**config.mk**
```make
export PLATFORM = sky130hd
export DESIGN_NAME = at_response_deframer_classifier
export DESIGN_NICKNAME = d
export VERILOG_FILES = /design/src/rtl/atrdc_pkg.sv /design/src/rtl/at_response_deframer_classifier.sv
export SDC_FILE = /design/constraint.sdc
export NUM_CORES = 1
export LEC_CHECK = 0
export ABC_CLOCK_PERIOD_IN_PS = 3800
export BUFFER_PORTS_ARGS = -buffer_cell sky130_fd_sc_hd__buf_4
export CAP_MARGIN = 20
export CORE_MARGIN = 1
export CORE_UTILIZATION = 23
export CTS_BUF_LIST = sky130_fd_sc_hd__clkbuf_16
export DETAILED_ROUTE_END_ITERATION = 6
export GPL_ROUTABILITY_DRIVEN = 0
export PLACE_DENSITY = 0.46
export SYNTH_ARGS = -nofsm -noshare
export SYNTH_HDL_FRONTEND = slang
export SYNTH_SLANG_ARGS = --single-unit
```
**constraint.sdc**
```tcl
create_clock -name clk -period 3.8 [get_ports clk]
set_input_delay 0.38 -clock clk [delete_from_list [all_inputs] [get_ports clk]]
set_output_delay 0.38 -clock clk [all_outputs]
set_load 0.05 [all_outputs]
```
**src/rtl/atrdc_pkg.sv**
```systemverilog
// ----------------------------------------------------------------------------
// atrdc_pkg - shared constants for the AT response deframer/classifier
// Prefix text, type word, quote, event and status codes used by the line parser.
// ----------------------------------------------------------------------------
package atrdc_pkg;

  typedef logic [7:0] byte_t;

  localparam byte_t CHAR_CR    = 8'd13;
  localparam byte_t CHAR_LF    = 8'd10;
  localparam byte_t CHAR_QUOTE = 8'h22;
  localparam byte_t CHAR_COMMA = 8'h2C;

  localparam int NUM_PFX = 6;
  localparam int PFX_W   = 88;

  localparam int PFX_PAIR      = 0;
  localparam int PFX_CONNECT   = 1;
  localparam int PFX_BSIR      = 2;
  localparam int PFX_NOCARRIER = 3;
  localparam int PFX_HFI       = 4;
  localparam int PFX_OK        = 5;

  // prefixes left aligned, first character in the top byte
  localparam logic [PFX_W-1:0] PFX_TEXT [NUM_PFX] = '{
    {"PAIR ", 48'd0},
    {"CONNECT ", 24'd0},
    {"HF\"+BSIR:", 16'd0},
    "NO CARRIER ",
    {"HFI\"", 56'd0},
    {"OK", 72'd0}
  };
  localparam logic [3:0] PFX_LEN [NUM_PFX] = '{4'd5, 4'd8, 4'd9, 4'd11, 4'd4, 4'd2};

  localparam logic [71:0] TYPE_WORD = "callsetup";
  localparam logic [3:0]  TM_CALL   = 4'd4;
  localparam logic [3:0]  TM_SETUP  = 4'd9;
  localparam logic [3:0]  TM_DEAD   = 4'd15;

  localparam logic [1:0] QS_NONE  = 2'd0;
  localparam logic [1:0] QS_CALL  = 2'd1;
  localparam logic [1:0] QS_SETUP = 2'd2;

  localparam logic [2:0] EV_PAIRING = 3'd0;
  localparam logic [2:0] EV_LINK    = 3'd1;
  localparam logic [2:0] EV_SETUP   = 3'd2;
  localparam logic [2:0] EV_CALL    = 3'd3;
  localparam logic [2:0] EV_UNKNOWN = 3'd4;

  localparam logic [1:0] ST_UNKNOWN  = 2'd0;
  localparam logic [1:0] ST_GOOD     = 2'd1;
  localparam logic [1:0] ST_BAD      = 2'd2;

  function automatic byte_t pfx_char(input int k, input logic [3:0] pos);
    logic [PFX_W-1:0] s;
    s = PFX_TEXT[k];
    return s[PFX_W-1-8*pos -: 8];
  endfunction

  function automatic byte_t type_char(input logic [3:0] idx);
    byte_t c;
    c = 8'd0;
    if (idx < TM_SETUP) begin
      c = TYPE_WORD[71-8*idx -: 8];
    end
    return c;
  endfunction

endpackage

```
**src/rtl/at_response_deframer_classifier.sv**
```systemverilog
// ----------------------------------------------------------------------------
// at_response_deframer_classifier - AT response line deframer and classifier
// Splits CR/LF framed lines, streams payload, classifies frames on the fly.
// ----------------------------------------------------------------------------
// One received byte is taken per transaction and every byte yields exactly one
// result in the next cycle: the parse state and the prefix matchers advance
// together, so a new byte is accepted every clock while the result register
// is free or being drained. The result register decouples the two sides;
// pair/link/setup/call status always shows the state after the byte.
module at_response_deframer_classifier
  import atrdc_pkg::*;
#(
  parameter int MAX_LINE = 255
) (
  input  logic       clk,
  input  logic       rst_n,
  input  logic       in_valid,
  output logic       in_ready,
  input  logic [7:0] in_rx_byte,
  output logic       out_valid,
  input  logic       out_ready,
  output logic       out_payload_valid,
  output logic [7:0] out_payload_byte,
  output logic       out_frame_done,
  output logic       out_frame_kind,
  output logic [2:0] out_event_kind,
  output logic [2:0] out_first_digit,
  output logic       out_starts_ok,
  output logic [1:0] out_pair_status,
  output logic [1:0] out_link_status,
  output logic [7:0] out_setup_value,
  output logic [7:0] out_call_value
);

  localparam logic [2:0] PH_IDLE  = 3'd0;
  localparam logic [2:0] PH_HDR   = 3'd1;
  localparam logic [2:0] PH_HDR2  = 3'd2;
  localparam logic [2:0] PH_TEXT  = 3'd3;
  localparam logic [2:0] PH_FOOT  = 3'd4;
  localparam logic [2:0] PH_FOOT2 = 3'd5;

  localparam logic [7:0] LINE_MAX = 8'(MAX_LINE);

  logic [2:0] phase_r, phase_nxt;
  logic       is_pkt_r, is_pkt_nxt;
  logic [7:0] len_r, len_nxt;
  logic [NUM_PFX-1:0] alive_r, alive_nxt;
  logic [3:0] tm_r, tm_nxt;
  logic [1:0] qs_r, qs_nxt;
  logic [7:0] acc_r, acc_nxt;
  logic       vopen_r, vopen_nxt;
  logic [7:0] first_r, first_nxt;
  logic [7:0] pchar_r, pchar_nxt;
  logic [1:0] pair_r, pair_nxt;
  logic [1:0] link_r, link_nxt;
  logic [7:0] setup_r, setup_nxt;
  logic [7:0] call_r, call_nxt;

  logic       out_valid_r;
  logic       pv_r, pv_nxt;
  logic [7:0] pb_r, pb_nxt;
  logic       done_r, done_nxt;
  logic       kind_r, kind_nxt;
  logic [2:0] ev_r, ev_nxt;
  logic [2:0] fd_r, fd_nxt;
  logic       ok_r, ok_nxt;

  // append path results
  logic [7:0] ac;
  logic [7:0] lc;
  logic [NUM_PFX-1:0] alive_app;
  logic [3:0] tm_app;
  logic [1:0] qs_app;
  logic [7:0] acc_app;
  logic       vopen_app;
  logic [11:0] acc_mul;
  logic        do_append;
  logic [NUM_PFX-1:0] hit;

  logic accept;

  assign in_ready = !out_valid_r || out_ready;
  assign accept   = in_valid && in_ready;

  always_comb begin
    ac = (phase_r == PH_TEXT && in_rx_byte == CHAR_CR) ? CHAR_LF : in_rx_byte;
    lc = (ac >= "A" && ac <= "Z") ? ac + 8'd32 : ac;

    alive_app = alive_r;
    for (int k = 0; k < NUM_PFX; k++) begin
      if (len_r < {4'd0, PFX_LEN[k]} && pfx_char(k, len_r[3:0]) != ac) begin
        alive_app[k] = 1'b0;
      end
    end

    tm_app = tm_r;
    qs_app = qs_r;
    if (len_r >= 8'd4) begin
      if (ac == CHAR_QUOTE) begin
        qs_app = (tm_r == TM_CALL) ? QS_CALL : (tm_r == TM_SETUP) ? QS_SETUP : QS_NONE;
      end
      if (tm_r < TM_SETUP && lc == type_char(tm_r)) begin
        tm_app = tm_r + 4'd1;
      end else begin
        tm_app = TM_DEAD;
      end
    end else if (ac == CHAR_QUOTE) begin
      qs_app = QS_NONE;
    end

    acc_mul   = {4'd0, acc_r} * 12'd10 + {4'd0, ac - 8'h30};
    acc_app   = acc_r;
    vopen_app = 1'b0;
    if (ac == CHAR_COMMA) begin
      acc_app   = 8'd0;
      vopen_app = 1'b1;
    end else if (vopen_r && ac >= "0" && ac <= "9") begin
      acc_app   = (acc_mul > 12'd255) ? 8'd255 : acc_mul[7:0];
      vopen_app = 1'b1;
    end

    for (int k = 0; k < NUM_PFX; k++) begin
      hit[k] = alive_r[k] && (len_r >= {4'd0, PFX_LEN[k]});
    end
  end

  always_comb begin
    phase_nxt = phase_r;
    is_pkt_nxt = is_pkt_r;
    len_nxt = len_r;
    alive_nxt = alive_r;
    tm_nxt = tm_r;
    qs_nxt = qs_r;
    acc_nxt = acc_r;
    vopen_nxt = vopen_r;
    first_nxt = first_r;
    pchar_nxt = pchar_r;
    pair_nxt = pair_r;
    link_nxt = link_r;
    setup_nxt = setup_r;
    call_nxt = call_r;
    do_append = 1'b0;
    done_nxt = 1'b0;
    kind_nxt = 1'b0;
    ev_nxt = 3'd0;
    fd_nxt = 3'd0;
    ok_nxt = 1'b0;

    case (phase_r)
      PH_HDR: begin
        // start a fresh line
        len_nxt = 8'd0;
        alive_nxt = '1;
        tm_nxt = 4'd0;
        qs_nxt = QS_NONE;
        acc_nxt = 8'd0;
        vopen_nxt = 1'b0;
        first_nxt = 8'd0;
        pchar_nxt = 8'd0;
        if (in_rx_byte == CHAR_CR) begin
          is_pkt_nxt = 1'b1;
          phase_nxt = PH_HDR2;
        end else if (in_rx_byte == CHAR_LF) begin
          is_pkt_nxt = 1'b0;
          phase_nxt = PH_TEXT;
        end else begin
          phase_nxt = PH_IDLE;
        end
      end
      PH_HDR2: begin
        phase_nxt = (in_rx_byte == CHAR_LF) ? PH_TEXT : PH_IDLE;
      end
      PH_TEXT: begin
        if (in_rx_byte == CHAR_CR) begin
          if (len_r == 8'd0) begin
            phase_nxt = PH_HDR;
          end else if (is_pkt_r) begin
            do_append = 1'b1;
            phase_nxt = PH_FOOT;
          end else begin
            phase_nxt = PH_FOOT2;
          end
        end else if (in_rx_byte == CHAR_LF) begin
          phase_nxt = PH_IDLE;
        end else begin
          do_append = 1'b1;
        end
      end
      PH_FOOT, PH_FOOT2: begin
        if (in_rx_byte == CHAR_LF) begin
          if (phase_r == PH_FOOT) begin
            phase_nxt = PH_FOOT2;
          end else begin
            phase_nxt = PH_IDLE;
            done_nxt = 1'b1;
            kind_nxt = is_pkt_r;
            fd_nxt = (first_r >= "0" && first_r <= "6") ? 3'(first_r - 8'h30) : 3'd7;
            ok_nxt = hit[PFX_OK];
            // classify: first matching prefix wins
            if (hit[PFX_PAIR]) begin
              pair_nxt = (pchar_r >= "1" && pchar_r <= "9") ? ST_BAD : ST_GOOD;
              ev_nxt = EV_PAIRING;
            end else if (hit[PFX_CONNECT] || hit[PFX_BSIR]) begin
              link_nxt = ST_GOOD;
              ev_nxt = EV_LINK;
            end else if (hit[PFX_NOCARRIER]) begin
              link_nxt = ST_BAD;
              ev_nxt = EV_LINK;
            end else if (hit[PFX_HFI] && qs_r == QS_SETUP) begin
              setup_nxt = acc_r;
              ev_nxt = EV_SETUP;
            end else if (hit[PFX_HFI] && qs_r == QS_CALL) begin
              call_nxt = acc_r;
              ev_nxt = EV_CALL;
            end else begin
              ev_nxt = EV_UNKNOWN;
            end
          end
        end else begin
          do_append = 1'b1;
          phase_nxt = PH_TEXT;
        end
      end
      default: begin
        phase_nxt = (in_rx_byte == CHAR_CR) ? PH_HDR : PH_IDLE;
      end
    endcase

    if (do_append) begin
      alive_nxt = alive_app;
      tm_nxt = tm_app;
      qs_nxt = qs_app;
      acc_nxt = acc_app;
      vopen_nxt = vopen_app;
      if (len_r == 8'd0) begin
        first_nxt = ac;
      end
      if (len_r == 8'd5) begin
        pchar_nxt = ac;
      end
      if (len_r < LINE_MAX) begin
        len_nxt = len_r + 8'd1;
      end
    end

    pv_nxt = do_append;
    pb_nxt = do_append ? ac : 8'd0;
  end

  always_ff @(posedge clk) begin
    if (!rst_n) begin
      phase_r <= PH_IDLE;
      is_pkt_r <= 1'b0;
      len_r <= 8'd0;
      alive_r <= '1;
      tm_r <= 4'd0;
      qs_r <= QS_NONE;
      acc_r <= 8'd0;
      vopen_r <= 1'b0;
      first_r <= 8'd0;
      pchar_r <= 8'd0;
      pair_r <= ST_UNKNOWN;
      link_r <= ST_UNKNOWN;
      setup_r <= 8'd0;
      call_r <= 8'd0;
      out_valid_r <= 1'b0;
    end else begin
      if (accept) begin
        phase_r <= phase_nxt;
        is_pkt_r <= is_pkt_nxt;
        len_r <= len_nxt;
        alive_r <= alive_nxt;
        tm_r <= tm_nxt;
        qs_r <= qs_nxt;
        acc_r <= acc_nxt;
        vopen_r <= vopen_nxt;
        first_r <= first_nxt;
        pchar_r <= pchar_nxt;
        pair_r <= pair_nxt;
        link_r <= link_nxt;
        setup_r <= setup_nxt;
        call_r <= call_nxt;
        out_valid_r <= 1'b1;
      end else if (out_ready) begin
        out_valid_r <= 1'b0;
      end
    end
  end

  // result payload, loaded with each accepted transaction
  always_ff @(posedge clk) begin
    if (accept) begin
      pv_r <= pv_nxt;
      pb_r <= pb_nxt;
      done_r <= done_nxt;
      kind_r <= kind_nxt;
      ev_r <= ev_nxt;
      fd_r <= fd_nxt;
      ok_r <= ok_nxt;
    end
  end

  assign out_valid         = out_valid_r;
  assign out_payload_valid = pv_r;
  assign out_payload_byte  = pb_r;
  assign out_frame_done    = done_r;
  assign out_frame_kind    = kind_r;
  assign out_event_kind    = ev_r;
  assign out_first_digit   = fd_r;
  assign out_starts_ok     = ok_r;
  assign out_pair_status   = pair_r;
  assign out_link_status   = link_r;
  assign out_setup_value   = setup_r;
  assign out_call_value    = call_r;

  a_done_no_payload: assert property (@(posedge clk) disable iff (!rst_n)
    out_valid_r && done_r |-> !pv_r)
    else $error("frame end carries a payload byte");

  a_len_bound: assert property (@(posedge clk) disable iff (!rst_n)
    len_r <= LINE_MAX)
    else $error("line length above limit");

  a_event_range: assert property (@(posedge clk) disable iff (!rst_n)
    out_valid_r && done_r |-> ev_r <= EV_UNKNOWN)
    else $error("event class out of range");

  a_done_from_footer: assert property (@(posedge clk) disable iff (!rst_n)
    accept && done_nxt |=> phase_r == PH_IDLE && $past(phase_r) == PH_FOOT2)
    else $error("frame end outside the footer");

endmodule
```
Yosys cells after proc, flatten, opt, wreduce, memory -nomap -nowiden:

Index checks and enable logic that the tools add are counted.

* add/subtract/negate cells: 8
* multiply operators: 1
* divide/modulo/power cells: 0
* magnitude comparators: 23
* equality and inequality tests: 31
* shift-type cells: 7
* multiplexer cells: 69
* bitwise logic cells: 7
* reduce and logical (&&, ||, !) cells: 52

Operators by type and width (number)
* 95-bit by 33-bit indexed part select with 8-bit output (first input constant): 6
* 8-bit two-way mux: 18
* 79-bit by 33-bit indexed part select with 8-bit output (first input constant): 1
* 8-bit != test: 6
* 3-bit AND reduction: 10
* 2-bit two-way mux: 13
* 8-bit by 4-bit >= comparator with 1-bit output (second input constant): 3
* 8-bit by 6-bit >= comparator with 1-bit output (second input constant): 3
* 8-bit by 6-bit less-or-equal comparator with 1-bit output (second input constant): 3
* 8-bit by 4-bit less-than comparator with 1-bit output (second input constant): 3
* 1-bit two-way mux: 23
* 1-bit logical AND: 22
* 3-bit two-way mux: 7
* 8-bit by 4-bit equality test with 1-bit output (second input constant): 2
* 8-bit by 6-bit equality test with 1-bit output (second input constant): 2
* 8-bit by 3-bit >= comparator with 1-bit output (second input constant): 2
* 8-bit by 3-bit less-than comparator with 1-bit output (second input constant): 2
* 4-bit two-way mux: 4
* 2-bit by 1-bit != test with 1-bit output (second input constant): 8
* 7-bit by 7-bit subtractor with 8-bit output (first input constant): 2
* 12-bit by 8-bit adder with 12-bit output: 1
* 12-bit by 8-bit greater-than comparator with 1-bit output (second input constant): 1
* 6-bit two-way mux: 2
* 3-bit one-hot mux with 4 select lines: 1
* other kinds (38): 53

* register bits: 88
* bits in latches: 0
* memory bits (writable): 0
* memory bits (read-only): 0
* input bits: 12
* output and inout port bits: 40
* logic and storage cells: 227
* memories: 0

Depth between registers and ports, before layout:

Gate-level depths: netlist (run 1).

* depth after elaboration: 11
* mapped depth: 16

Worst setup path before layout (run 1):

Ideal clock, no wire load.

* path kind: input-to-reg
* start point: input port in_rx_byte[5]
* end point: register acc_r[0]
* setup time: 0.124 ns
* arrival time: 3.260 ns
* setup slack: 0.415 ns
* stages: 16
* cell sequence: inv_1 -> ha_1 -> nor4bb_1 -> buf_2 -> nand3_1 -> nand2_2 -> inv_1 -> ha_1 -> a31oi_1 -> xor2_1 -> ha_1 -> nand3_1 -> o41ai_1 -> nand4_1 -> a21oi_1 -> o2bb2ai_1

* longest elaborated chain between the ends: 10
* elaborated cells between the ends (all ways): 22

RTL lines
* start, declared: RTL line at_response_deframer_classifier.sv:19 `input logic [7:0] in_rx_byte,`
* 8-bit by 4-bit equality test with 1-bit output: RTL line at_response_deframer_classifier.sv:86 `ac = (phase_r == PH_TEXT && in_rx_byte == CHAR_CR) ? CHAR_LF : in_rx_byte;`
* 1-bit logical AND: RTL line at_response_deframer_classifier.sv:86
* 8-bit two-way mux (*): RTL line at_response_deframer_classifier.sv:86
* net ac[5]: RTL line at_response_deframer_classifier.sv:69 `logic [7:0] ac;`
* 8-bit by 6-bit subtractor with 8-bit output: RTL line at_response_deframer_classifier.sv:111 `acc_mul = {4'd0, acc_r} * 12'd10 + {4'd0, ac - 8'h30};`
* 12-bit by 8-bit adder with 12-bit output: RTL line at_response_deframer_classifier.sv:111
* 12-bit by 8-bit greater-than comparator with 1-bit output: RTL line at_response_deframer_classifier.sv:118 `acc_app = (acc_mul > 12'd255) ? 8'd255 : acc_mul[7:0];`
* 8-bit two-way mux: RTL line at_response_deframer_classifier.sv:118
* 8-bit two-way mux: RTL line at_response_deframer_classifier.sv:117 `end else if (vopen_r && ac >= "0" && ac <= "9") begin`
* 8-bit two-way mux: RTL line at_response_deframer_classifier.sv:114 `if (ac == CHAR_COMMA) begin`
* 8-bit two-way mux: RTL line at_response_deframer_classifier.sv:229 `if (do_append) begin`
* end signal, assigned: RTL line at_response_deframer_classifier.sv:275 `acc_r <= acc_nxt;`
* end, declared: RTL line at_response_deframer_classifier.sv:50 `logic [7:0] acc_r, acc_nxt;`

The timed path passes the listed nets; every way through them passes the cells marked *. The select of a mux whose other input is x is not followed.
A chain may end at the register's enable or synchronous reset.

Worst setup path in the final report (run 1):

* start point: input port in_rx_byte[5]
* end point: register acc_r[3]

The elaborated chain is that of the path after synthesis.

==> metrics, run 1 <==
run status completed; Post-CTS Hold Fix Bufs 0; Final Net Count just under 900; Setup Skew 0.0105 ns; Crit Reg-Reg Startpoint phase_r[1]$_SDFFE_PN0P_; FF-to-FF End acc_r[3]$_SDFFE_PN0P_; setup violators final 0; Worst slew margin 0.504; worst-case reg-to-reg path depth 13; CTS tree yes; post-placement cell count 1216; sequential cell area fraction in the yosys report 0.300; largest family of logic cells by synthesized area compound AO/OA/AOI/OAI gates; area leader, netlist dfxtp_1; post-synth net total ~870; I/O pin cnt 52; drt drc 0; clk sinks between 80 and 90; setup TNS 0 ns; area growth from synthesis to layout 16.6%; die area 28800 um^2; worst reg2reg setup slack around 0.60 ns; initial antenna violation count 0; area of the core between 20000 and 30000 um^2; Synth Area in Compound Gates 0.245; Final Non-Filler Cells 1232; number of synthesized flops with an enable pin 18; initial core utilization 0.234; Synth top area share 0.216; hold depth 3; antenna viol nets, final 0; Via density between 5 and 6; top post-synthesis cells by area dfxtp_1, edfxtp_1, ha_1, nor2_1, a21oi_1; Total GRT Usage 0.141; Via Count 6233; syn avg cell area between 7 and 8 um^2; Peak supply drop 173 uV; fin crit period ~3.2 ns; Period Utilization, post-route 0.850; Mapped Area roughly 6500 um^2; Post-CTS Setup Inserts 0; Hold/Removal Path Class in -> reg; Mapped Cells ~830; Die Span X between 150 and 200 um; hold path startpoint in_valid; clock-pin slew on the worst setup and hold paths ~0.070 ns; CP arrival about 3.5 ns; Avg WL per Cell roughly 17 um; gr ovfl total 0; layout cells sized above 1 0.124; final worst setup slack around 0.57 ns; first-pass detailed-route iteration total 5; vias in the first global route 5693; filler cell count 3014; FFs w/ async S/R, synth 0; CP Data Required Time between 4 and 5 ns; Worst Setup Path Type in -> reg; Root Buffer clkbuf_16; Yosys reg bits 88; CTS Buf Count 9; Placement Setup Slack a little over 0.2 ns; Routed WL 20400 um; fin area 7550 um^2; # diodes 0; Port Buffers ~50; CP endpoint kind flip-flop; Pins Over Slew Limit 0; Post-Synth Simple-Gate Area 0.242; fmax 0.310 GHz; PwrDens about 270 nW/um^2; Detailed Place HPWL around 15000 um; Top FF cell, synth dfxtp_1; Yosys warnings 0; Setup crit start kind input pin; Static Leak 2.99 nW; crit-path max FO 8; Synth Area in Adders 0.0696; largest net degree at the start of global routing 38; placed cell area 7270 um^2; multiplexer share of the synthesized area 0.0263; global-route wire length before repair between 30000 and 40000 um; RSZ-0062 raised after global routing false; Rows between 60 and 70; Max Cap Violations 0; H-Tree Depth 3; Hold EP out_valid$_SDFFE_PN0P_; post_cts resized 0; worst-margin pin slew between 0.7 and 0.8 ns; final hold vios 0; Yosys cell types 78; DIE HEIGHT about 170 um; xor/xnor share of the synthesized area 0.0595; Skew-Pair Late Insertion Delay 0.35 ns; clock buffer depth 2; DR iter-0 viols roughly 460
==> report_power, final <==
| group | internal (W) | switching (W) | total [W] | leakage (nW) |
|---|---|---|---|---|
| clock | 0.000450 | 0.000403 | 0.000853 | 0.134 |
| sequential | 0.000960 | 0.00000276 | 0.000963 | 0.747 |
| combinational | 0.0000635 | 0.000139 | 0.000202 | 2.11 |
==> cell usage in the layout, fill, tap and decap left out, types with 20 or more instances in the layout <==
master	netlist	routed
inv_1	30	30
o21ai_0	45	45
nand2_1	51	51
nand3_1	29	29
dfxtp_1	70	70
a22oi_1	20	20
nor2_1	97	97
xnor2_1	34	34
ha_1	32	32
nor2b_1	22	22
buf_4	1	75
a21oi_1	65	65
==> flip-flops by register name (all words and copies together), names as in the netlist, 2 cells and up <==
register	cells
acc_r	8
first_r	8
len_r	8
out_call_value	8
out_payload_byte	8
out_setup_value	8
pchar_r	8
alive_r	6
tm_r	4
out_event_kind	3
out_first_digit	3
phase_r	3
out_link_status	2
out_pair_status	2
qs_r	2
==> synth_stat cells, types with 14 or more instances <==
master	instances
mux2i_1	17
edfxtp_1	18
dfxtp_1	70
nor3_1	18
inv_1	30
ha_1	32
o21ai_0	45
nand3_1	29
a22oi_1	20
nor2b_1	22
nand2b_1	14
nand2_1	51
nor2_1	97
xnor2_1	34
a21oi_1	65
clkbuf_1	46
==> area by class of cell <==
| cell class | instances | area, um^2 | area share |
|---|---|---|---|
| clock inverters | 7 | 55.1 | 0.00730 |
| flip-flops and latches | 88 | 1940 | 0.257 |
| clock buffers | 9 | 225 | 0.0298 |
| multi-input cells | 642 | 4160 | 0.552 |
| repair buffers | 75 | 563 | 0.0746 |
| inverters | 33 | 124 | 0.0164 |
| well taps | 378 | 473 | 0.0627 |
==> through the flow <==
step	power (W)	hold slack, ns	util
detailed placement	0.00119	0.444	0.262
global placement	0.00119	0.438	0.262
CTS	0.00205	0.273	0.272
finish	0.00202	0.290	0.272
floorplan	0.00112	0.441	-
global route	0.00210	0.299	0.272
==> worst max path at each step <==
stage,startpoint,end,slack (ns),cells past startpoint
after floorplan,in_rx_byte[5],acc_r[0]$_SDFFE_PN0P_,0.42,16
after global placement,in_rx_byte[5],acc_r[7]$_SDFFE_PN0P_,0.19,16
after detailed placement,in_rx_byte[5],acc_r[0]$_SDFFE_PN0P_,0.20,16
after CTS,in_rx_byte[5],acc_r[3]$_SDFFE_PN0P_,0.56,16
after global routing,in_rx_byte[5],acc_r[0]$_SDFFE_PN0P_,0.21,16
final,in_rx_byte[5],acc_r[3]$_SDFFE_PN0P_,0.57,16
==> routing by layer <==
layer  GRT usage  part of all wire  wire [um]
met1       0.198              0.49       9920
met2       0.221              0.46       9310
met3      0.0231             0.040        813
met4      0.0392             0.017        344
met5           0                 0          0
==> cells by family after synthesis <==
group,count (synthesis)
xor gates and xnor gates,44
AOI/OAI and AO/OA,239
muxes,17
DFF,88
and+or+nand+nor,307
buffers and inverters,95
adders and majority gates,35
==> critical path, stage by stage <==
cell	delay, ns
buf_4	0.14
inv_1	0.11
ha_1	0.25
nor4bb_1	0.38
nand3_1	0.17
nand2_2	0.11
inv_1	0.08
ha_1	0.21
a31oi_1	0.25
xor2_1	0.11
ha_1	0.34
nand3_1	0.08
o41ai_1	0.23
nand4_1	0.32
nor2_1	0.22
o2bb2ai_1	0.07
(Power assumes the default switching activity.)
==> inputs of run 2 (changes only) <==
--- a/config.mk
+++ b/config.mk
@@ -5,7 +5,7 @@
 export SDC_FILE = /design/constraint.sdc
 export NUM_CORES = 1
 export LEC_CHECK = 0
-export ABC_CLOCK_PERIOD_IN_PS = 3800
+export ABC_CLOCK_PERIOD_IN_PS = 2650
 export BUFFER_PORTS_ARGS = -buffer_cell sky130_fd_sc_hd__buf_4
 export CAP_MARGIN = 20
 export CORE_MARGIN = 1
@@ -13,7 +13,7 @@
 export CTS_BUF_LIST = sky130_fd_sc_hd__clkbuf_16
 export DETAILED_ROUTE_END_ITERATION = 6
 export GPL_ROUTABILITY_DRIVEN = 0
-export PLACE_DENSITY = 0.46
+export PLACE_DENSITY = 0.47
 export SYNTH_ARGS = -nofsm -noshare
 export SYNTH_HDL_FRONTEND = slang
 export SYNTH_SLANG_ARGS = --single-unit
==> constraint.sdc (replaced) <==
create_clock -name clk -period 2.65 [get_ports clk]
set_input_delay 0.265 -clock clk [delete_from_list [all_inputs] [get_ports clk]]
set_output_delay 0.265 -clock clk [all_outputs]
set_load 0.05 [all_outputs]
==> metrics, run 2 (synthesized netlist as in run 1, its figures left out) <==
run status finished with violations; violated checks setup timing; Peak supply drop 237 uV (+37%); vias in the first global route 6229 (+9.4%); delay-heaviest family, CP adder cells; hold path startpoint in_valid; global-route wire length before repair 34300 um (+7.4%); start point of the critical path acc_r[2]$_SDFFE_PN0P_; initial core utilization 0.234 (unchanged); Setup crit start kind flip-flop; Period Utilization, post-route 1.01; Final Net Count 1001 (+12%); hold depth 3 (unchanged); sequential cell area 1950 um^2 (+0.39%); Port Buffers 51 (unchanged); Die Span X 170 um (unchanged); filler cell count 2945 (-2.3%); worst path cell trace buf_4 -> ha_2 -> ha_2 -> fa_2 -> xor2_2 -> ha_4 -> nor2_4 -> nand3_2 -> o41ai_4 -> nand4_1 -> buf_6 -> nor2_2 -> o2bb2ai_2; Static Leak 3.57 nW (+20%); first-pass detailed-route iteration total 5 (unchanged); fin crit period between 2 and 3 ns; most used cell, CP ha_2; # diodes 0 (unchanged); I/O pin cnt 52 (unchanged); multi-input logic area 4560 um^2 (+9.5%); RSZ-0062 raised after global routing true; area of the core 27700 um^2 (unchanged); CP Data Required Time 2.88 ns (-1.14 ns); CTS Buf Count 9 (unchanged); Pins Over Slew Limit 0 (unchanged); area growth from synthesis to layout 36.9%; Max Cap Violations 0 (unchanged); clock-pin slew on the worst setup and hold paths 0.07 ns (about the same); Root Buffer clkbuf_16; most frequent cells in the layout buf_4, nor2_1, dfxtp_1; fmax 0.373 GHz; Setup Skew 0.00631 ns (-0.00420 ns); commonest non-fill, non-tap cell in the layout buf_4; worst-case reg-to-reg path depth 13 (unchanged); FF-to-FF End acc_r[5]$_SDFFE_PN0P_; DIE HEIGHT 170 um (unchanged); largest net degree at the start of global routing 45 (+18%); Via Count 6538 (+4.9%); CTS tree yes; Rows 61 (unchanged); worst reg2reg setup slack -0.03 ns (-0.63 ns); Worst Setup Path Type reg -> reg; Hold EP out_valid$_SDFFE_PN0P_; final hold vios 0 (unchanged); clock buffer depth 2 (unchanged); Crit Reg-Reg Startpoint acc_r[2]$_SDFFE_PN0P_; Crit-path slowest cell fa_2; Worst path max stage delay 0.37 ns (about the same); H-Tree Depth 3 (unchanged); setup TNS -0.0755 ns (-0.0755 ns); Avg WL per Cell 16.2 um (-1.9%); CP arrival 2.91 ns (-0.54 ns); Total GRT Usage 0.150 (+0.00856); setup violators final 3 (+3); Via density 4.89 (-3.4%); layout cells sized above 1 0.276 (+0.152); final worst setup slack -0.0296 ns (-0.600 ns); PwrDens 347 nW/um^2 (+30%); antenna viol nets, final 0 (unchanged); Skew-Pair Late Insertion Delay 0.34 ns (about the same); worst-margin pin slew 0.697 ns (-0.0283 ns); DR iter-0 viols 445 (-2.4%); initial antenna violation count 0 (unchanged); Hold/Removal Path Class in -> reg; Detailed Place HPWL 16000 um (+7.1%); drt drc 0 (unchanged); crit-path max FO 8 (unchanged); clk sinks 88 (unchanged); die area 28800 um^2 (unchanged); Placement Setup Slack -0.430 ns (-0.634 ns); CP endpoint kind flip-flop; Routed WL 21700 um (+6.6%); Worst slew margin 0.523 (+0.0194); gr ovfl total 0 (unchanged); WHS 0.169 ns (-0.121 ns); CP bufs+invs 2 (-1)
-- run 2: changes by cell type in the layout (fill, tap and decap cells not counted), sizes merged --
cell / delta
buf: +105
bufinv: +1
clkinv: -1
clkbuf: +1
inv: +1
clkinvlp: -1
-- run 2: worst max path at each step --
stage                       endpoint  cells past startpoint
3_3_place_gp   acc_r[0]$_SDFFE_PN0P_                     18
3_5_place_dp   acc_r[0]$_SDFFE_PN0P_                     18
6_report       acc_r[5]$_SDFFE_PN0P_                     13
4_1_cts        acc_r[7]$_SDFFE_PN0P_                     19
2_1_floorplan  acc_r[0]$_SDFFE_PN0P_                     16
5_1_grt        acc_r[5]$_SDFFE_PN0P_                     14
-- run 2: cell type report --
class / count / share of cell area
clock inverters: 7 / 0.00861
inverters: 33 / 0.0171
clock buffers: 9 / 0.0254
well taps: 378 / 0.0534
multi-input cells: 642 / 0.515
repair buffers: 181 / 0.161
flip-flops and latches: 88 / 0.220
-- run 2: routing by layer --
layer,GRT usage,routed length [um],vias up
li1,-,-,3272
met1,0.207,10300,3121
met2,0.248,10500,124
met3,0.0219,702,21
met4,0.0239,235,0
met5,0,0,-
-- run 2: worst min-delay path, stage by stage --
cell	delay, ns
buf_4	0.08
inv_1	0.03
a21oi_1	0.10
-- run 2: repair_timing --
action                     in CTS  in global routing
buffers inserted                0                  9
cloned                          0                  1
gates resized for setup        16                 53
pin swaps                      11                 30
hold buffers                    0                  0
setup endpoints to repair      12                 35
-- run 2: where the power goes --
group | total (W) | internal, W | switching [W]
sequential | 0.00138 | 0.00138 | 0.00000392
combinational | 0.000374 | 0.000143 | 0.000231
clock | 0.00132 | 0.000742 | 0.000576
total | 0.00307 | 0.00226 | 0.000811
-- run 2: through the flow --
stage | area [um^2] | instances | total power, W | util
floorplan | 6580 | 825 | 0.00162 | -
finish | 8860 | 1338 | 0.00307 | 0.320
global placement | 8120 | 1312 | 0.00176 | 0.293
detailed placement | 8120 | 1312 | 0.00176 | 0.293
global route | 8860 | 1338 | 0.00319 | 0.320
CTS | 8480 | 1328 | 0.00308 | 0.306
